**config.mk**
```make
export PLATFORM = sky130hd
export DESIGN_NAME = clock_with_periodic_slot_alarms
export DESIGN_NICKNAME = d
export VERILOG_FILES = /design/src/hdl/cwpsa_pkg.sv /design/src/hdl/cwpsa_slots.sv /design/src/hdl/clock_with_periodic_slot_alarms.sv
export SDC_FILE = /design/constraint.sdc
export NUM_CORES = 1
export LEC_CHECK = 0
export BUFFER_PORTS_ARGS = -buffer_cell sky130_fd_sc_hd__buf_2
export CAP_MARGIN = 10
export CORE_AREA = 5 5 117 119
export CTS_CLUSTER_SIZE = 16
export DETAILED_ROUTE_END_ITERATION = 16
export DIE_AREA = 0 0 122 124
export HOLD_SLACK_MARGIN = 0.06
export PLACE_DENSITY_LB_ADDON = 0.08
export SYNTH_ARGS = -nofsm -noshare
export SYNTH_HDL_FRONTEND = slang
export SYNTH_SLANG_ARGS = --single-unit
```
**constraint.sdc**
```tcl
create_clock -name clk -period 9.9 [get_ports clk]
set_clock_uncertainty 0.2 [all_clocks]
set_input_delay 0.99 -clock clk [delete_from_list [all_inputs] [get_ports clk]]
set_output_delay 0.99 -clock clk [all_outputs]
set_load 0.1 [all_outputs]
```
**src/hdl/cwpsa_pkg.sv**
```systemverilog
// Shared constants, types and helpers for the clock with periodic slot alarms.
package cwpsa_pkg;

  localparam int NUM_SLOTS_DEF = 4;
  localparam int MASK_W        = 4;

  localparam logic [1:0] OP_TICK  = 2'd0;
  localparam logic [1:0] OP_SET   = 2'd1;
  localparam logic [1:0] OP_PROG  = 2'd2;
  localparam logic [1:0] OP_SERVE = 2'd3;

  localparam logic [5:0] SEC_LAST  = 6'd59;
  localparam logic [5:0] MIN_LAST  = 6'd59;
  localparam logic [5:0] MIN_MOD   = 6'd60;
  localparam logic [4:0] HOUR_LAST = 5'd23;

  // command from the time path to the slot bank, one per item
  typedef struct packed {
    logic       en;
    logic [1:0] op;
    logic [1:0] slot;
    logic [6:0] period;
    logic [4:0] hour_cur;
    logic       min_wrap;
    logic [4:0] hour_new;
    logic [5:0] minute_new;
  } slot_cmd_t;

  typedef struct packed {
    logic [MASK_W-1:0] pending_mask;
    logic              fired;
  } slot_stat_t;

  // v <= 150: three compare/subtract steps
  function automatic logic [4:0] mod24(input logic [7:0] v);
    logic [7:0] t;
    t = v;
    if (t >= 8'd96) t = t - 8'd96;
    if (t >= 8'd48) t = t - 8'd48;
    if (t >= 8'd24) t = t - 8'd24;
    return t[4:0];
  endfunction

  function automatic logic [5:0] mod60(input logic [5:0] v);
    return (v >= MIN_MOD) ? (v - MIN_MOD) : v;
  endfunction

endpackage

```
**src/hdl/cwpsa_slots.sv**
```systemverilog
// Alarm slot bank: per-slot schedule, pending and armed state, match logic.
module cwpsa_slots #(
  parameter int NUM_SLOTS = cwpsa_pkg::NUM_SLOTS_DEF
) (
  input  logic                  clk,
  input  logic                  rst_n,
  input  cwpsa_pkg::slot_cmd_t  cmd,
  output cwpsa_pkg::slot_stat_t stat
);

  logic [4:0] ah_r   [NUM_SLOTS];
  logic [5:0] am_r   [NUM_SLOTS];
  logic [6:0] per_r  [NUM_SLOTS];
  logic [NUM_SLOTS-1:0] pend_r;
  logic [NUM_SLOTS-1:0] armed_r;

  logic [NUM_SLOTS-1:0] sel;
  logic [NUM_SLOTS-1:0] match;
  logic [NUM_SLOTS-1:0] pend_nxt;
  logic [6:0]           per_sel;
  logic [6:0]           per_use;
  logic [4:0]           hour_sched;
  logic                 is_prog;
  logic                 is_serve;

  assign is_prog  = (cmd.op == cwpsa_pkg::OP_PROG);
  assign is_serve = (cmd.op == cwpsa_pkg::OP_SERVE);

  always_comb begin
    per_sel = '0;
    for (int k = 0; k < NUM_SLOTS; k++) begin
      if (sel[k]) per_sel = per_r[k];
    end
  end

  assign per_use    = is_prog ? cmd.period : per_sel;
  assign hour_sched = cwpsa_pkg::mod24({3'b000, cmd.hour_cur} + {1'b0, per_use});

  for (genvar k = 0; k < NUM_SLOTS; k++) begin : g_slot
    logic prog_k;
    logic serve_k;

    // slot codes at or above NUM_SLOTS select nothing
    assign sel[k]   = (32'(cmd.slot) == k);
    assign prog_k   = is_prog && sel[k];
    assign serve_k  = is_serve && sel[k] && pend_r[k];
    assign match[k] = cmd.min_wrap && armed_r[k] &&
                      (ah_r[k] == cmd.hour_new) && (am_r[k] == cmd.minute_new);
    assign pend_nxt[k] = match[k] | prog_k | (pend_r[k] & ~serve_k);

    always_ff @(posedge clk) begin
      if (!rst_n) begin
        pend_r[k]  <= 1'b0;
        armed_r[k] <= 1'b0;
      end else if (cmd.en) begin
        pend_r[k] <= pend_nxt[k];
        if (prog_k) armed_r[k] <= 1'b1;
      end
    end

    always_ff @(posedge clk) begin
      if (cmd.en) begin
        if (prog_k) begin
          per_r[k] <= cmd.period;
          ah_r[k]  <= hour_sched;
          am_r[k]  <= cmd.minute_new;
        end else if (serve_k) begin
          ah_r[k]  <= hour_sched;
        end
      end
    end
  end

  for (genvar k = 0; k < cwpsa_pkg::MASK_W; k++) begin : g_mask
    if (k < NUM_SLOTS) begin : g_on
      assign stat.pending_mask[k] = pend_nxt[k];
    end else begin : g_off
      assign stat.pending_mask[k] = 1'b0;
    end
  end

  assign stat.fired = |match;

endmodule

```
**src/hdl/clock_with_periodic_slot_alarms.sv**
```systemverilog
// Top level: time-of-day clock with periodic alarm slots.
// A beat is captured in the input register, then processed into the output register once that is free.
// Throughput: one beat per cycle while the output is not stalled; input register, single-pass update, output register.
// A stalled output holds one result while the input register still takes one more beat.
// Reset (rst_n low, synchronous): time 00:00:00, no slot armed or pending, both regs empty.
module clock_with_periodic_slot_alarms #(
  parameter int NUM_SLOTS = cwpsa_pkg::NUM_SLOTS_DEF
) (
  input  logic       clk,
  input  logic       rst_n,
  input  logic       in_valid,
  output logic       in_ready,
  input  logic [1:0] in_operation,
  input  logic [1:0] in_slot,
  input  logic [6:0] in_period_hours,
  input  logic [4:0] in_new_hour,
  input  logic [5:0] in_new_minute,
  output logic       out_valid,
  input  logic       out_ready,
  output logic [4:0] out_hour_now,
  output logic [5:0] out_minute_now,
  output logic [5:0] out_second_now,
  output logic [3:0] out_pending_mask,
  output logic       out_alarm_fired
);

  logic       v0_r;
  logic [1:0] op_r;
  logic [1:0] slot_r;
  logic [6:0] per_r;
  logic [4:0] nh_r;
  logic [5:0] nm_r;

  logic [5:0] sec_r,  sec_nxt;
  logic [5:0] min_r,  min_nxt;
  logic [4:0] hour_r, hour_nxt;

  logic       out_valid_r;
  logic [4:0] out_hour_r;
  logic [5:0] out_min_r;
  logic [5:0] out_sec_r;
  logic [3:0] out_mask_r;
  logic       out_fired_r;

  logic advance;
  logic is_tick;
  logic is_set;
  logic sec_wrap;
  logic min_carry;

  cwpsa_pkg::slot_cmd_t  cmd;
  cwpsa_pkg::slot_stat_t stat;

  assign advance  = v0_r && (!out_valid_r || out_ready);
  assign in_ready = !v0_r || advance;

  always_ff @(posedge clk) begin
    if (!rst_n) begin
      v0_r <= 1'b0;
    end else if (in_ready) begin
      v0_r <= in_valid;
    end
  end

  always_ff @(posedge clk) begin
    if (in_ready && in_valid) begin
      op_r   <= in_operation;
      slot_r <= in_slot;
      per_r  <= in_period_hours;
      nh_r   <= in_new_hour;
      nm_r   <= in_new_minute;
    end
  end

  // time update
  assign is_tick   = (op_r == cwpsa_pkg::OP_TICK);
  assign is_set    = (op_r == cwpsa_pkg::OP_SET);
  assign sec_wrap  = is_tick && (sec_r >= cwpsa_pkg::SEC_LAST);
  assign min_carry = sec_wrap && (min_r >= cwpsa_pkg::MIN_LAST);

  always_comb begin
    sec_nxt  = sec_r;
    min_nxt  = min_r;
    hour_nxt = hour_r;
    if (is_tick) begin
      sec_nxt = sec_wrap ? 6'd0 : sec_r + 6'd1;
      if (sec_wrap) begin
        min_nxt = min_carry ? 6'd0 : min_r + 6'd1;
        if (min_carry) hour_nxt = (hour_r >= cwpsa_pkg::HOUR_LAST) ? 5'd0 : hour_r + 5'd1;
      end
    end else if (is_set) begin
      min_nxt  = cwpsa_pkg::mod60(nm_r);
      hour_nxt = cwpsa_pkg::mod24({3'b000, nh_r});
    end
  end

  always_ff @(posedge clk) begin
    if (!rst_n) begin
      sec_r  <= '0;
      min_r  <= '0;
      hour_r <= '0;
    end else if (advance) begin
      sec_r  <= sec_nxt;
      min_r  <= min_nxt;
      hour_r <= hour_nxt;
    end
  end

  always_comb begin
    cmd.en         = advance;
    cmd.op         = op_r;
    cmd.slot       = slot_r;
    cmd.period     = per_r;
    cmd.hour_cur   = hour_r;
    cmd.min_wrap   = sec_wrap;
    cmd.hour_new   = hour_nxt;
    cmd.minute_new = min_nxt;
  end

  cwpsa_slots #(
    .NUM_SLOTS(NUM_SLOTS)
  ) u_slots (
    .clk  (clk),
    .rst_n(rst_n),
    .cmd  (cmd),
    .stat (stat)
  );

  always_ff @(posedge clk) begin
    if (!rst_n) begin
      out_valid_r <= 1'b0;
    end else if (advance) begin
      out_valid_r <= 1'b1;
    end else if (out_ready) begin
      out_valid_r <= 1'b0;
    end
  end

  always_ff @(posedge clk) begin
    if (advance) begin
      out_hour_r  <= hour_nxt;
      out_min_r   <= min_nxt;
      out_sec_r   <= sec_nxt;
      out_mask_r  <= stat.pending_mask;
      out_fired_r <= stat.fired;
    end
  end

  assign out_valid        = out_valid_r;
  assign out_hour_now     = out_hour_r;
  assign out_minute_now   = out_min_r;
  assign out_second_now   = out_sec_r;
  assign out_pending_mask = out_mask_r;
  assign out_alarm_fired  = out_fired_r;

  a_time_range: assert property (@(posedge clk) disable iff (!rst_n)
    (sec_r <= cwpsa_pkg::SEC_LAST) && (min_r <= cwpsa_pkg::MIN_LAST) &&
    (hour_r <= cwpsa_pkg::HOUR_LAST))
    else $error("time register out of range");

  a_fire_on_wrap: assert property (@(posedge clk) disable iff (!rst_n)
    (out_valid_r && out_fired_r) |-> (out_sec_r == 6'd0))
    else $error("alarm fired without a minute wrap");

  a_hold_time: assert property (@(posedge clk) disable iff (!rst_n)
    !advance |=> ($stable(sec_r) && $stable(min_r) && $stable(hour_r)))
    else $error("time changed without a processed beat");

  a_result_loaded: assert property (@(posedge clk) disable iff (!rst_n)
    advance |=> out_valid_r)
    else $error("processed beat produced no result");

endmodule

```
## Word-level counts from Yosys, hierarchy flattened

Memory sizes are Yosys's and may differ from the RTL's.
Index checks and enable logic that the tools add are counted.

| cells by class | value |
|---|---|
| $add $sub $neg | 9 |
| mux-type cells | 82 |
| equality and inequality tests | 14 |
| bitwise logic cells | 20 |
| order comparisons | 8 |
| reduce and logical (&&, ||, !) cells | 49 |

Operators by type and width:

| operator | count |
|---|---|
| $mux 5 | 14 |
| $mux 6 | 10 |
| $mux 7 | 8 |
| $mux 1 | 39 |
| $logic_and 1x1->1 | 28 |
| $eq 6x6->1 | 4 |
| $reduce_or 7->1 | 3 |
| $eq 5x5->1 | 4 |
| $ge 6x6->1 const B | 3 |
| $mux 2 | 9 |
| $reduce_or 6->1 | 3 |
| $mux 8 | 2 |
| $reduce_or 5->1 | 3 |
| $add 6x1->6 const B | 2 |
| $or 1x1->1 | 12 |
| $ge 5x5->1 const B | 2 |
| $sub 5x5->5 const B | 2 |
| $add 5x7->8 | 1 |
| $eq 2x2->1 const B | 4 |
| $ge 8x5->1 const B | 1 |
| $ge 8x6->1 const B | 1 |
| $ge 8x7->1 const B | 1 |
| $reduce_and 2->1 | 4 |
| $sub 8x6->8 const B | 1 |
| 11 further kinds | 21 |

| storage, ports and cells | value |
|---|---|
| output and inout port bits | 24 |
| bits in writable memories | 72 |
| word-level logic and storage cells | 208 |
| memories kept | 3 |
| register bits after elaboration | 71 |
| input bits | 26 |

Memory list:

| memory | depth | width | rd ports | clocked after Yosys merged registers in | wr ports | line | RTL |
|---|---|---|---|---|---|---|---|
| u_slots.per_r | 4 | 7 | 4 | 0 | 1 | cwpsa_slots.sv:13 | `logic [6:0] per_r [NUM_SLOTS];` |
| u_slots.am_r | 4 | 6 | 4 | 0 | 1 | cwpsa_slots.sv:12 | `logic [5:0] am_r [NUM_SLOTS];` |
| u_slots.ah_r | 4 | 5 | 4 | 0 | 1 | cwpsa_slots.sv:11 | `logic [4:0] ah_r [NUM_SLOTS];` |

## Depth between registers and ports, before layout

Gate-level depths: netlist (run 1).

| depth | value |
|---|---|
| depth in word-level cells | 17 |
| gate-level depth with buffers | 22 |
| depth with buffers taken out | 20 |

## Hierarchy

From an unflattened synthesis (run 1), not the netlist that was laid out.

| unflattened totals | value |
|---|---|
| cells, all modules | 555 |
| area, all modules | 6925.4 um2 |

Modules (own cells, without submodules):

| module | area each (um2) | times used | seq. area each (um2) | cells each |
|---|---|---|---|---|
| cwpsa_slots | 4055.1 | 1 | 2322.2 | 304 |
| clock_with_periodic_slot_alarms | 2870.3 | 1 | 1701.6 | 251 |

## Worst setup path before layout (run 1)

No wires, ideal clock.

| timing path | value |
|---|---|
| path type | reg-to-reg |
| from | register slot_r[0] |
| to | memory u_slots.ah_r[0][3] (data pin) |
| buffers on the path | 1 |
| period minus slack after synthesis | 4.928 ns |
| data arrival time | 4.544 ns |
| cell stages (with the launch flop) | 22 |
| path slack | 4.972 ns |
| required time | 9.517 ns |
| library setup time | 0.183 ns |
| cells stage by stage | edfxtp_1 -> buf_6 -> mux4_1 -> mux2_2 -> ha_1 -> fa_1 -> nand3_1 -> a21boi_0 -> o21bai_2 -> xnor2_2 -> inv_1 -> ha_1 -> nand2_1 -> o32a_2 -> nand2_2 -> o21ai_0 -> ha_1 -> nand2_1 -> o32ai_1 -> or4_4 -> nand4_2 -> mux2i_1 |

| on the way | value |
|---|---|
| cells in the longest elaborated chain, start to end | 17 |
| elaborated cells between the ends (all ways) | 62 |
| classes of those cells | add/sub: 4; order compare: 3; eq/ne: 3; mux: 36; bitwise: 3; reduce/logical: 13 |

Ends and longest elaborated chain:

| what | line | RTL |
|---|---|---|
| from (decl) | clock_with_periodic_slot_alarms.sv:29 | `logic [1:0] slot_r;` |
| from (signal assigned) | clock_with_periodic_slot_alarms.sv:68 | `slot_r <= in_slot;` |
| $logic_not 2->1 | cwpsa_slots.sv:44 | `assign sel[k] = (32'(cmd.slot) == k);` |
| $mux 7 (3 in series) | cwpsa_slots.sv:32 | `if (sel[k]) per_sel = per_r[k];` |
| $mux 7 (*) | cwpsa_slots.sv:32 |  |
| $mux 7 (*) | cwpsa_slots.sv:36 | `assign per_use = is_prog ? cmd.period : per_sel;` |
| $add 5x7->8 (*) | cwpsa_slots.sv:37 | `assign hour_sched = cwpsa_pkg::mod24({3'b000, cmd.hour_cur} + {1'b0, per_use});` |
| $sub 8x7->8 or $ge 8x7->1 (tied branches) | cwpsa_pkg.sv:38 | `if (t >= 8'd96) t = t - 8'd96;` |
| $mux 8 (*) | cwpsa_pkg.sv:38 |  |
| $sub 8x6->8 or $ge 8x6->1 (tied branches) | cwpsa_pkg.sv:39 | `if (t >= 8'd48) t = t - 8'd48;` |
| $mux 8 (*) | cwpsa_pkg.sv:39 |  |
| $ge 8x5->1 or $sub 5x5->5 (tied branches) | cwpsa_pkg.sv:40 | `if (t >= 8'd24) t = t - 8'd24;` |
| $mux 5 (*) | cwpsa_pkg.sv:40 |  |
| named net u_slots.hour_sched[3] | cwpsa_slots.sv:22 | `logic [4:0] hour_sched;` |
| $mux 5 (no line) (3 in series) | n/a |  |
| $mux 5 (no line) (*) | n/a |  |
| to (decl) | cwpsa_slots.sv:11 |  |

The timed path passes the listed nets; every way through them passes the cells marked *.

## Worst setup path after layout (run 1)

| timing path | value |
|---|---|
| from | register op_r[0] |
| to | memory u_slots.ah_r[2][3] (data pin) |

| on the way | value |
|---|---|
| cells in the longest elaborated chain, start to end | 13 |
| elaborated cells between the ends (all ways) | 56 |
| classes of those cells | add/sub: 4; order compare: 3; eq/ne: 2; mux: 32; bitwise: 3; reduce/logical: 12 |

Ends and longest elaborated chain:

| what | line | RTL |
|---|---|---|
| from (decl) | clock_with_periodic_slot_alarms.sv:28 | `logic [1:0] op_r;` |
| from (signal assigned) | clock_with_periodic_slot_alarms.sv:67 | `op_r <= in_operation;` |
| $eq 2x2->1 (*) | cwpsa_slots.sv:26 | `assign is_prog = (cmd.op == cwpsa_pkg::OP_PROG);` |
| $mux 7 (*) | cwpsa_slots.sv:36 |  |
| $add 5x7->8 (*) | cwpsa_slots.sv:37 |  |
| $sub 8x7->8 or $ge 8x7->1 (tied branches) | cwpsa_pkg.sv:38 |  |
| $mux 8 (*) | cwpsa_pkg.sv:38 |  |
| $sub 8x6->8 or $ge 8x6->1 (tied branches) | cwpsa_pkg.sv:39 |  |
| $mux 8 (*) | cwpsa_pkg.sv:39 |  |
| $ge 8x5->1 or $sub 5x5->5 (tied branches) | cwpsa_pkg.sv:40 |  |
| $mux 5 (*) | cwpsa_pkg.sv:40 |  |
| named net u_slots.hour_sched[3] | cwpsa_slots.sv:22 |  |
| $mux 5 (no line) (3 in series) | n/a |  |
| $mux 5 (no line) (*) | n/a |  |

Marked as above.

==> flow_summary.toml, run 1 <==
[sta]
fin_tns_setup_ps = 0
rsz0062_at_grt = "no"
slew_headroom = 0.207
max_slew.worst_pin.slew_ps = 1160
fmax_ghz = 0.166
hold_viol = 0
finalHoldWorstSlack_ps = 272
fin_crit_sh = 0.608
finalSetupViolCount = 0
finalMaxSlewViolations = 0
fin_crit_ps = 6020

[layout]
nets = 617
fin_area_sq_um = 7710
drive_gt1_frac = 0.194
multi_input_area_sq_um = 2540
fill_cells = 990
syn_to_final_growth_pct = 14.7
antennaDiodeCount = 0
fin_cells = 764
seq_area_sq_um = 4020

[placement]
placement.cell_area_sq_um = 7150
post-dp-hpwl_um = 9930
post-place-cells = 732
portBuffers = 49
gp_routability_congestion = 0.853

[route]
drtPass1Iterations = 5
antenna_left = 0
drc = 0
wl_per_cell_um = 18.7
drtIter0Drc = 359
finalWirelength_um = 14300
vias = 4291
vias_per_cell = 5.62

[grt]
grt_start_max_net_pins = 44
grt_pass1_vias = 4312
grt_first_pass_wirelength_um = 22600
grt.total_usage = 0.203
antenna_found_initial = 0
grt_overflow = 0

[clocking]
holdBufCountCts = 0
cts.path.max_buffers = 2
clk_latency_ps = 420
numCtsBuffers = 17
cts_tree = "done"
clk_pin_slew_ps = 60
ctsResizeCount = 0
post_cts_buffers = 0
ctsHtreeMaxLevel = 4
clock_sinks = 143
clock-root-buffer = "clkbuf_16"

[worst_setup_path]
endpoint_kind = "flop"
cp.arrival_ps = 6030
start_kind = "flop"
critPathKind = "reg -> reg"
reg2regPathDepth = 19
critical_path_required_ps = 9910
cp_max_fo = 24

[synthesis]
avgSynthCellArea_sq_um = 12.8
synthMuxAreaShare = 0.0443
synth-seq-cells = 143
synth_edf_count = 116
synth_cell_types = 72
synth_top_family_by_area = "simple AND/OR/NAND/NOR gates"
synth_compound_area_frac = 0.111
synth_ff_type = "edfxtp_1"
synthArstFlopShare = 0
yosysWarnings = 0
ys_seq_area_frac = 0.599
synthAdderAreaFrac = 0.0264
synth_fp_nets = 565
netlist_instances = 527
synth_xor_area_frac = 0.0700
netlist_area_sq_um = 6720
synth_simple_gate_area_frac = 0.124

[power_and_ir_drop]
worst_ir_drop_vdd_uv = 147
p_sw_mw = 0.384
p_int_mw = 1.08
comb_power_share = 0.116
p_clk_frac = 0.411
p_seq_frac = 0.473
power.density_nw_per_um2 = 190
power_mw = 1.47
leakage_nw = 2.87
swShare = 0.262

[die]
die_w_um = 122
die_h_um = 124
core-area_sq_um = 12500
ioPinCount = 50
rows = 41
start_util = 0.539
die_area_sq_um = 15100

[job]
cap_violations = 0

[worst_hold_path]
hold_path_class = "reg -> reg"
min_path_cells = 1

[run_status]
outcome = "completed"
[stage by stage]
| step | setup slack, ps | util |
|---|---|---|
| 3_3_place_gp | 4260 | 0.573 |
| 3_5_place_dp | 3960 | 0.573 |
| 2_1_floorplan | 4970 | - |
| 6_report | 3880 | 0.618 |
| 4_1_cts | 3930 | 0.618 |
| 5_1_grt | 3530 | 0.618 |
[synthesized netlist by cell type (5+ instances only)]
master    count  area share
a21boi_0      6      0.0067
a21oi_1      18       0.013
a41oi_1       5      0.0065
and2_1        9      0.0084
and3_1        5      0.0047
buf_2         5      0.0037
clkbuf_1     15      0.0084
dfxtp_1      27       0.080
edfxtp_1    116        0.52
ha_1         11       0.020
inv_1        18       0.010
mux2_2        5      0.0084
mux4_1        5       0.020
nand2_1      48       0.027
nand2b_1      5      0.0047
nand3_1      14       0.010
nand4_1       8      0.0074
nor2_1       28       0.016
nor2b_1       5      0.0047
nor3_1       12      0.0089
nor3b_1       6      0.0067
nor4_1        5      0.0047
o21a_1        6      0.0067
o21ai_0      19       0.014
xnor2_1      25       0.033
xor2_1       25       0.033
[layer usage]
metal / wire length, um / up-vias / GRT usage
met4: 328 / 0 / 0.0861
met1: 6100 / 2072 / 0.245
met3: 771 / 22 / 0.0545
met2: 7110 / 123 / 0.345
li1: - / 2074 / -
met5: 0 / - / 0
[power by group through the flow]
stage	sequential (mW)	clock (mW)	combinational, mW
floorplan	0.732	0	0.102
global placement	0.704	0	0.166
detailed placement	0.705	0	0.170
CTS	0.692	0.615	0.171
global route	0.694	0.645	0.185
finish	0.693	0.602	0.171
[cell families (layout without fill, tap and decap cells)]
logic type	Yosys count	after routing
xor+xnor	52	52
compound gates	99	99
simple gates	162	162
fa+ha+maj	14	14
buf+inv	41	106
mux	16	16
flops	143	143
[layout make-up]
class / instances / area share
Multi-Input combinational cell: 343 / 0.330
Timing Repair Buffer: 56 / 0.0386
Clock inverter: 13 / 0.0167
Sequential cell: 143 / 0.522
Clock buffer: 19 / 0.0562
Tap cell: 172 / 0.0279
Inverter: 18 / 0.00877
[worst max-delay path, cell delays in order (launching register included)]
cell and delay (ps):
edfxtp_1 820, nand2b_1 630, mux2_2 410, ha_1 340, o21ai_0 110, o21a_1 190
or2_1 260, xnor2_1 530, inv_1 100, ha_1 250, nand2_1 120, o32ai_1 130
nand2_1 120, o21ai_0 100, ha_1 290, nand2_1 100, o32ai_1 100, or4_4 560
nand4_2 130, mux2i_1 320
[registers in the layout (all words and copies together), names as in the netlist, 4 cells and up]
| signal | flops |
|---|---|
| min_r | 6 |
| u_slots.per_r | 28 |
| per_r | 7 |
| u_slots.am_r | 24 |
| u_slots.armed_r | 4 |
| u_slots.pend_r | 4 |
| hour_r | 5 |
| nm_r | 6 |
| out_second_now | 6 |
| out_pending_mask | 4 |
| out_hour_now | 5 |
| out_minute_now | 6 |
| u_slots.ah_r | 20 |
| sec_r | 6 |
| nh_r | 5 |
[placed cells by master (no fill, tap or decap), types with 6 or more instances in the layout]
cell type and instances:
a21boi_0 6, a21oi_1 18, and2_1 9, buf_2 49, buf_4 7, clkbuf_16 17, dfxtp_1 27, edfxtp_1 116
ha_1 11, inv_1 18, nand2_1 48, nand3_1 14, nand4_1 8, nor2_1 27, nor3_1 10, nor3b_1 6
o21a_1 6, o21ai_0 19, xnor2_1 25, xor2_1 25
[final timing paths]
kind	start	endpoint	slack [ps]
max	op_r[0]$_DFFE_PP_	u_slots.ah_r[2][3]$_DFFE_PP_	3880
min	u_slots.armed_r[3]$_SDFFE_PN0P_	u_slots.armed_r[3]$_SDFFE_PN0P_	270
max reg2reg	op_r[0]$_DFFE_PP_	u_slots.ah_r[2][3]$_DFFE_PP_	3880
min reg2reg	u_slots.armed_r[3]$_SDFFE_PN0P_	u_slots.armed_r[3]$_SDFFE_PN0P_	270
No activity file was read; power rests on OpenSTA's default activity.
==> inputs of run 2 (changes only) <==
--- a/config.mk
+++ b/config.mk
@@ -5,12 +5,13 @@
 export SDC_FILE = /design/constraint.sdc
 export NUM_CORES = 1
 export LEC_CHECK = 0
+export ABC_AREA = 1
 export BUFFER_PORTS_ARGS = -buffer_cell sky130_fd_sc_hd__buf_2
 export CAP_MARGIN = 10
-export CORE_AREA = 5 5 117 119
+export CORE_AREA = 5 5 121 123
 export CTS_CLUSTER_SIZE = 16
 export DETAILED_ROUTE_END_ITERATION = 16
-export DIE_AREA = 0 0 122 124
+export DIE_AREA = 0 0 126 128
 export HOLD_SLACK_MARGIN = 0.06
 export PLACE_DENSITY_LB_ADDON = 0.08
 export SYNTH_ARGS = -nofsm -noshare
==> constraint.sdc (replaced) <==
create_clock -name clk -period 5.23 [get_ports clk]
set_clock_uncertainty 0.2 [all_clocks]
set_input_delay 0.523 -clock clk [delete_from_list [all_inputs] [get_ports clk]]
set_output_delay 0.523 -clock clk [all_outputs]
set_load 0.1 [all_outputs]
==> run 2 against run 1 <==
Combinational power rose to 2.6 times the previous value. Utilization is 0.65 points higher. Routed wire length rose by 23%. Synthesized cell count increased by 49%. Total power rose by 100%. Clock power rose by 110%. Via count up 33%. Largest cell class unchanged. Largest power group unchanged.
==> flow_summary.toml, run 2 <==
[run_status]
outcome = "completed"

[route]
vias = 5686
drtPass1Iterations = 6
finalWirelength_um = 17600
drc = 0
vias_per_cell = 5.39
wl_per_cell_um = 16.7
drtIter0Drc = 462
antenna_left = 0

[die]
core-area_sq_um = 13600
rows = 43
start_util = 0.535
die_h_um = 128
die_area_sq_um = 16100
ioPinCount = 50
die_w_um = 126

[grt]
grt_first_pass_wirelength_um = 28200
grt_start_max_net_pins = 30
grt_overflow = 0
grt_pass1_vias = 5457
antenna_found_initial = 0
grt.total_usage = 0.227

[synthesis]
synthAdderAreaFrac = 0.0217
synthArstFlopShare = 0
synth_ff_type = "edfxtp_1"
yosysWarnings = 0
synth_cell_types = 47
yosysMostFrequentCell = "nand2_1"
netlist_instances = 785
avgSynthCellArea_sq_um = 9.23
synth_top_family_by_area = "simple AND/OR/NAND/NOR gates"
synth_simple_gate_area_frac = 0.255
ys_seq_area_frac = 0.555
netlist_area_sq_um = 7250
synth-seq-cells = 143
synth_area_leaders = "edfxtp_1 48%, nand2_1 8.9%, dfxtp_1 7.5%"
synth_xor_area_frac = 0.0242
synth_top_cell_by_area = "edfxtp_1"
synth_compound_area_frac = 0.0734
synth_fp_nets = 823
synth_edf_count = 116
yosys-top-cells-count = "171 x nand2_1, 116 x edfxtp_1, 104 x inv_1"
synthMuxAreaShare = 0
synth_top_area_share = 0.480

[clocking]
cts.path.max_buffers = 2
cts_tree = "done"
clock-root-buffer = "clkbuf_16"
clock_sinks = 143
numCtsBuffers = 17
clk_pin_slew_ps = 60
clk_latency_ps = 430
ctsHtreeMaxLevel = 4

[sta]
fmax_ghz = 0.212
slew_headroom = 0.376
fin_tns_setup_ps = 0
fin_crit_sh = 0.902
finalMaxSlewViolations = 0
hold_viol = 0
finalHoldWorstSlack_ps = 75.2
fin_crit_ps = 4720
finalSetupViolCount = 0
max_slew.worst_pin.slew_ps = 926

[layout]
drive_gt1_frac = 0.170
final_common_cell = "nand2_1"
max_flop_register = "u_slots.per_r"
largest_reg_flops = 28
fin_cells = 1055
post-route-util = 0.625
syn_to_final_growth_pct = 16.8
nets = 900
fill_cells = 1176
layout_common_cells = "170 x nand2_1, 116 x edfxtp_1, 104 x inv_1, 74 x nor2_1, 59 x nand3_1"
top_regs = "u_slots.per_r: 28 flops, u_slots.am_r: 24 flops, u_slots.ah_r: 20 flops"
antennaDiodeCount = 0

[worst_hold_path]
hold_path_class = "in -> reg"

[worst_setup_path]
crit_slowest_cell = "edfxtp_1"
cp_common_cell = "nand2_1"
critPathMaxStageDelay_ps = 500
cp_max_fo = 8
endpoint_kind = "flop"
start_kind = "flop"
critPathKind = "reg -> reg"
critical_path_required_ps = 5180
cp.arrival_ps = 4670

[placement]
post-dp-hpwl_um = 13100
post-place-cells = 1006
portBuffers = 49
gp_routability_congestion = 0.946

[power_and_ir_drop]
leakage_nw = 3.61
power_mw = 3.00
power.density_nw_per_um2 = 354
worst_ir_drop_vdd_uv = 261

[job]
cap_violations = 0
[run 2: cell count changes after synthesis, sizes merged, moves of 6 or more]
cell    before  now
nand3b       3    9
nor2        29   85
nand4        9   18
a21oi       18   40
xor2        26    5
and2         9    1
xnor2       26   15
inv         18  111
nor3        12    4
clkbuf      15    6
mux4         7    0
o21ai       20   39
nand3       14   69
nand2       49  194
[run 2: through the flow]
stage / worst slack [ps] / instance area [sq um]
4_1_cts: 434 / 8370
2_1_floorplan: 904 / 7250
5_1_grt: -43.1 / 8470
6_report: 512 / 8470
3_3_place_gp: 734 / 7680
3_5_place_dp: 459 / 7680
[run 2: metal layers]
| metal | up-vias | track usage | share of wire |
|---|---|---|---|
| met4 | 0 | 0.0877 | 0.029 |
| met3 | 39 | 0.0513 | 0.053 |
| li1 | 2790 | - | - |
| met5 | - | 0 | 0 |
| met1 | 2681 | 0.276 | 0.42 |
| met2 | 176 | 0.394 | 0.50 |
[run 2: critical path: cells and delay by family (launching register included)]
family | cells | cell delay (ps)
compound gates | 3 | 420
fa+ha+maj | 4 | 1000
buf+inv | 4 | 280
flops | 1 | 500
simple gates | 20 | 2060
[run 2: cells by family (layout without fill, tap and decap cells)]
kind of cell / after synthesis / in the layout
compound gates: 96 / 96
simple gates: 387 / 387
fa+ha+maj: 12 / 12
flops: 143 / 143
buf+inv: 127 / 217
xor+xnor: 20 / 20
[run 2: path summary, 6_finish.rpt]
| check | startpoint | to | slack [ps] | depth (start not counted) |
|---|---|---|---|---|
| setup / recovery | slot_r[1]$_DFFE_PP_ | u_slots.ah_r[0][3]$_DFFE_PP_ | 510 | 31 |
| hold / removal | in_period_hours[5] | per_r[5]$_DFFE_PP_ | 80 | 1 |
| setup reg to reg | slot_r[1]$_DFFE_PP_ | u_slots.ah_r[0][3]$_DFFE_PP_ | 510 | 31 |
| hold reg to reg | u_slots.armed_r[1]$_SDFFE_PN0P_ | u_slots.armed_r[1]$_SDFFE_PN0P_ | 270 | 2 |
[run 2: layout make-up]
type,instances,area [sq um],share of cell area
Multi-Input combinational cell,515,2730,0.322
Timing Repair Buffer,73,458,0.0541
Clock buffer,17,425,0.0502
Tap cell,180,225,0.0266
Clock inverter,15,185,0.0219
Inverter,112,425,0.0502
Sequential cell,143,4020,0.475
[run 2: report_power, final]
group	total, mW	leakage (nW)	switching [mW]	internal, mW
Combinational	0.441	2.02	0.315	0.126
Clock	1.24	0.296	0.482	0.756
Sequential	1.32	1.30	0.0298	1.29
[run 2: repair_timing]
action                                  CTS  global route
resized for setup                         0             5
endpoints found under the setup margin    0             8
hold buffers                              8             5
setup buffers                             0             4
hold endpoints to repair                  8             5
